`src/sv/ntbu_pkg.sv`:
```
`timescale 1ns / 1ps
package ntbu_pkg;

	localparam int NEURONS   = 1024;
	localparam int NEURON_W  = 10;
	// entries above the reach of the neuron field can never be addressed
	localparam int MEM_DEPTH = (NEURONS < (1 << NEURON_W)) ? NEURONS : (1 << NEURON_W);
	localparam int ADDR_W    = (MEM_DEPTH > 1) ? $clog2(MEM_DEPTH) : 1;

	localparam int TRACE_W   = 24;
	localparam int VAL_W     = 32;
	localparam int GAIN_W    = 24;
	localparam int LOG_STEPS = 20;
	localparam int X_W       = TRACE_W + 1;
	localparam int K_W       = $clog2(X_W);
	localparam int MANT_W    = 31;
	localparam int LG_W      = K_W + 1 + LOG_STEPS;

	localparam int FIFO_DEPTH = 32;
	localparam int FIFO_AW    = $clog2(FIFO_DEPTH);

	localparam logic [29:0] LN2_Q30 = 30'd744261118;

	localparam int CFG_IDX_W = 3;
	localparam logic [CFG_IDX_W-1:0] REG_P_RATE      = 3'd0;
	localparam logic [CFG_IDX_W-1:0] REG_E_RATE      = 3'd1;
	localparam logic [CFG_IDX_W-1:0] REG_Z_RATE      = 3'd2;
	localparam logic [CFG_IDX_W-1:0] REG_CUR_DECAY   = 3'd3;
	localparam logic [CFG_IDX_W-1:0] REG_SPIKE_INC   = 3'd4;
	localparam logic [CFG_IDX_W-1:0] REG_BIAS_GAIN   = 3'd5;
	localparam logic [CFG_IDX_W-1:0] REG_FLOOR_EPS   = 3'd6;

	localparam logic signed [GAIN_W-1:0] BIAS_GAIN_RST = 24'sd65536;

	typedef logic [TRACE_W-1:0] trace_t;

	typedef struct packed {
		logic [NEURON_W-1:0]     neuron;
		logic                    spike;
		logic signed [VAL_W-1:0] current_in;
	} item_t;

	typedef struct packed {
		logic [NEURON_W-1:0]     neuron_out;
		logic signed [VAL_W-1:0] bias;
		logic signed [VAL_W-1:0] current_out;
		trace_t                  p_value;
	} result_t;

	typedef struct packed {
		trace_t                   p_rate;
		trace_t                   e_rate;
		trace_t                   z_rate;
		trace_t                   current_decay;
		trace_t                   spike_increment;
		logic signed [GAIN_W-1:0] bias_gain;
		trace_t                   floor_eps;
	} cfg_t;

	typedef struct packed {
		trace_t p;
		trace_t e;
		trace_t z;
	} traces_t;

	typedef struct packed {
		logic              en;
		logic [ADDR_W-1:0] addr;
		traces_t           tr;
	} trace_wr_t;

	typedef struct packed {
		logic                    en;
		logic [ADDR_W-1:0]       addr;
		logic signed [VAL_W-1:0] bias;
	} bias_wr_t;

	typedef struct packed {
		logic                    in_range;
		logic [NEURON_W-1:0]     neuron;
		logic signed [VAL_W-1:0] current;
		trace_t                  p;
		logic signed [VAL_W-1:0] bias_old;
	} side_t;

	function automatic trace_t clamp_trace(input logic signed [TRACE_W+2:0] v);
		trace_t r;
		if (v < 0) begin
			r = '0;
		end else if (v > $signed({3'b000, {TRACE_W{1'b1}}})) begin
			r = '1;
		end else begin
			r = v[TRACE_W-1:0];
		end
		return r;
	endfunction

endpackage

```
`src/sv/ntbu_out_fifo.sv`:
```
`timescale 1ns / 1ps
module ntbu_out_fifo import ntbu_pkg::*; (
	input  logic    clk,
	input  logic    arst_n,
	input  logic    push,
	input  result_t din,
	output logic    valid,
	input  logic    stall,
	output result_t dout
);

	result_t            slot_q [FIFO_DEPTH];
	logic [FIFO_AW-1:0] wr_q;
	logic [FIFO_AW-1:0] rd_q;
	logic [FIFO_AW:0]   cnt_q;
	logic               pop;

	assign valid = (cnt_q != '0);
	assign pop   = valid && !stall;
	assign dout  = slot_q[rd_q];

	always_ff @(posedge clk or negedge arst_n) begin
		if (!arst_n) begin
			wr_q  <= '0;
			rd_q  <= '0;
			cnt_q <= '0;
		end else begin
			if (push) begin
				wr_q <= wr_q + 1'b1;
			end
			if (pop) begin
				rd_q <= rd_q + 1'b1;
			end
			cnt_q <= cnt_q + (FIFO_AW + 1)'(push) - (FIFO_AW + 1)'(pop);
		end
	end

	always_ff @(posedge clk) begin
		if (push) begin
			slot_q[wr_q] <= din;
		end
	end

endmodule

```
`config.mk`:
```
export PLATFORM = sky130hd
export DESIGN_NAME = ntbu_out_fifo
export DESIGN_NICKNAME = d
export VERILOG_FILES = /design/src/sv/ntbu_pkg.sv /design/src/sv/ntbu_out_fifo.sv
export SDC_FILE = /design/constraint.sdc
export NUM_CORES = 2
export LEC_CHECK = 0
export BUFFER_PORTS_ARGS = -buffer_cell sky130_fd_sc_hd__clkbuf_2
export CORE_ASPECT_RATIO = 0.8
export CORE_MARGIN = 4
export CORE_UTILIZATION = 44
export CTS_BUF_LIST = sky130_fd_sc_hd__clkbuf_4
export DETAILED_ROUTE_END_ITERATION = 7
export MAX_ROUTING_LAYER = met4
export PLACE_DENSITY = 0.61
export SYNTH_ARGS = -nofsm -noshare
export SYNTH_HDL_FRONTEND = slang
export SYNTH_SLANG_ARGS = --single-unit
```
`constraint.sdc`:
```
create_clock -name clk -period 11.65 [get_ports clk]
set_input_delay 0 -clock clk [delete_from_list [all_inputs] [get_ports clk]]
set_output_delay 0 -clock clk [all_outputs]
set_load 0.005 [all_outputs]
```
==> results.yml <==
clocking:
  ctsHoldBuffers: 204
  cts_max_path_buffers: 4
  cts_tree: "done"
  cts_sinks: 3152
  cts_buffers: 756
  cts_setup_buffers: 0
  htree_levels: 6
  clkLatencyLatePin_ps: 1360
  root_buffer: "clkbuf_4"
  post_cts_resize_count: 0
  clk_pin_slew_ps: 70
flow_run:
  max_cap_viol_count: 0
synthesis:
  synth_edf_count: 3136
  avgSynthCellArea_um2: 22.9
  ys_seq_area_share_pct: 79.4
  synthDistinctLibCells: 42
  syn_area_mm2: 0.119
  syn_inst: 5207
  synthArstFlopShare_pct: 0.508
  ys.flop_type: "edfxtp_1"
  ys_seq_elements: 3152
  synth_warnings: 0
  syn_nets: 5323
route:
  dr.pass1.iters: 5
  vias: 61000
  drc_errors: 0
  drt-total-wl_um: 323000
  ant_nets: 0
  wl_per_cell_um: 31.3
  vias_per_cell: 5.90
  drt_iter0_markers: 7155
timing:
  slew_headroom_pct: 7.17
  finalSetupViolCount: 0
  clock.fmax_mhz: 159
  worstMarginPinSlew_ps: 1390
  fin_crit_ps: 6290
  finalCritPeriodShare_pct: 54.0
  hold_viol: 0
  fin_tns_setup_ps: 0
  rsz0062_at_grt: "false"
  skew_ps: 112
  slew_viol_final: 0
worst_setup_path:
  startpoint_type: "flop"
  worstPathCellList: "buf_4 > buf_12 > buf_4 > mux4_2 > a22oi_1 > a211oi_1 > clkbuf_2"
  critPathSlowestCell: "a211oi_1"
  crit_required_ps: 11650
  endpoint_kind: "output port"
  critPathMaxStageDelay_ps: 1000
  path_delay_family: "buffers and inverters"
  cp.arrival_ps: 6290
  critPathKind: "flop to output port"
  path_buf_inv: 4
  cpMostUsedCell: "buf_4"
  crit_fanout: 123
layout:
  fillCellCount: 21700
  fin_util_pct: 50.5
  seqCellArea_mm2: 0.0946
  area.growth.synth_to_final_pct: 14.0
  drive_above_1_share_pct: 32.8
  num-nets-final: 6308
  multi_input_area_mm2: 0.0231
power:
  powerDensity_mw_per_mm2: 230
  clockPowerShare_pct: 27.9
  power.leakage_nw: 43.7
  combPwrFrac_pct: 29.2
  seq_power_share_pct: 42.9
  p_switching_mw: 9.97
  netSwitchingFraction_pct: 31.9
  ir_worst_vdd_mv: 0.274
  p_int_mw: 21.3
  totalPowerFinal_mw: 31.3
floorplan:
  dieHeight_um: 473
  start_util_pct: 44.3
  dieArea_mm2: 0.279
  coreArea_mm2: 0.269
  dieWidth_um: 590
  pin_count: 201
  num_rows: 170
global_route:
  grt_pass1_wl_um: 454000
  grt_pass1_vias: 62800
  grt_overflow_total: 0
  antenna_found_initial: 31
  grt_max_degree: 131
  grtUsageTotal_pct: 23.5
placed_design:
  place_hpwl_um: 144000
  portBuffers: 200
  gp_congestion: 0.730
outcome:
  status: "finished clean"
worst_hold_path:
  hold_path_class: "input pin to flop"
## tightest hold or removal path, delay by kind of cell
kind,cells,cell delay [ps]
xor gates and xnor gates,1,180
buffers and inverters,3,1140
AOI/OAI and AO/OA,1,170
## per-stage QoR
stage	area (µm²)	std cells	hold slack (ps)	worst slack [ps]
2_1_floorplan	119000	5207	-296	3390
3_3_place_gp	124000	8842	8.44	6700
3_5_place_dp	124000	8842	10.8	6710
4_1_cts	136000	10300	67.0	5170
5_1_grt	136000	10300	90.4	4920
6_report	136000	10300	187	5360
## power by group through the flow
| stage | combinational [mW] | clock [mW] | sequential, mW |
|---|---|---|---|
| detailed placement | 9.14 | 0 | 13.7 |
| global placement | 9.10 | 0 | 13.6 |
| CTS | 9.22 | 8.94 | 13.4 |
| finish | 9.12 | 8.73 | 13.4 |
| floorplan | 5.90 | 0 | 13.6 |
| global route | 9.67 | 9.60 | 13.5 |
## final timing paths
kind                                startpoint                  endpoint  slack, ps  cells past startpoint
hold reg to reg            wr_q[0]$_DFFE_PN0P_       wr_q[0]$_DFFE_PN0P_        590                      1
setup / recovery           rd_q[1]$_DFFE_PN0P_                   dout[3]       5360                      7
min in group asynchronous               arst_n        cnt_q[2]$_DFF_PN0_        420                      4
max in group asynchronous               arst_n       rd_q[4]$_DFFE_PN0P_      10510                      4
hold / removal                           stall       rd_q[0]$_DFFE_PN0P_        190                      5
setup reg to reg           wr_q[2]$_DFFE_PN0P_  slot_q[11][75]$_DFFE_PP_       7610                      4
## state kept, by name, summed over array words and instances, names as in the netlist
| register | cells |
|---|---|
| slot_q | 3136 |
| cnt_q | 6 |
| rd_q | 5 |
| wr_q | 5 |
## area by class of cell
class                   instances  area share (%)
diodes                         34          0.0627
flip-flops and latches       3152            69.7
repair buffers                530            3.14
well taps                    3612            3.33
clock buffers                1075            5.94
multi-input cells            1736            17.0
clock inverters               187           0.792
inverters                      16          0.0442
## kinds of logic after synthesis
logic type	share of synthesized area, %
and+or+nand+nor	0.464
AOI/OAI and AO/OA	3.94
buffers and inverters	1.46
muxes	14.5
adders and majority gates	0.153
xor gates and xnor gates	0.0662
DFF	79.4
## cells in the mapped netlist (4+ instances only)
cell type / n / area [µm²]
nand2_1: 38 / 143
nor2_1: 29 / 109
mux2i_1: 296 / 2960
nor2b_1: 6 / 37.5
nand3_1: 6 / 30.0
dfrtp_1: 16 / 400
a21oi_1: 29 / 145
mux4_2: 613 / 13800
a221o_1: 23 / 230
o22ai_1: 205 / 1280
buf_4: 68 / 510
clkbuf_1: 139 / 522
a211oi_1: 138 / 1040
ha_1: 13 / 163
nor3_1: 23 / 115
o221ai_1: 39 / 342
inv_1: 16 / 60.1
o21ai_0: 4 / 20.0
edfxtp_1: 3136 / 94200
o221a_2: 23 / 259
xor2_1: 4 / 35.0
mux2_2: 47 / 529
buf_1: 14 / 52.6
xnor2_1: 5 / 43.8
buf_2: 52 / 260
a22oi_1: 86 / 646
a22o_1: 62 / 543
a31oi_1: 25 / 156
buf_6: 30 / 338
## cell usage in the layout, fill, tap and decap left out, types with 12 or more instances in the layout
cell           Yosys  layout
mux2i_1          296     296
ha_1              13      13
a21oi_1           29      29
edfxtp_1        3136    3136
dfrtp_1           16      12
mux2_2            47      47
clkbuf_4           0    1075
inv_2              0      13
clkinv_1           0     134
a22oi_1           86      86
clkbuf_2           0     200
nor2_4             0      24
a221o_1           23      23
o22ai_1          205     205
buf_12             0      22
clkinv_2           0      14
nand2_1           38      36
buf_4             68     105
diode_2            0      34
a211oi_1         138     138
o221a_2           23      23
a22o_1            62      62
o221ai_1          39      39
dlygate4sd3_1      0     203
inv_1             16      16
a31oi_1           25      25
mux4_2           613     613
nor3_1            23      12
## metal layers
| metal | GRT usage [%] | routed length, µm | vias to the layer above |
|---|---|---|---|
| li1 | - | - | 25000 |
| met1 | 32.0 | 132000 | 32300 |
| met2 | 35.2 | 151000 | 3244 |
| met3 | 6.02 | 31000 | 537 |
| met4 | 7.20 | 8760 | 0 |
| met5 | - | 0 | - |
Note: power is estimated with default switching activity, not from simulation.
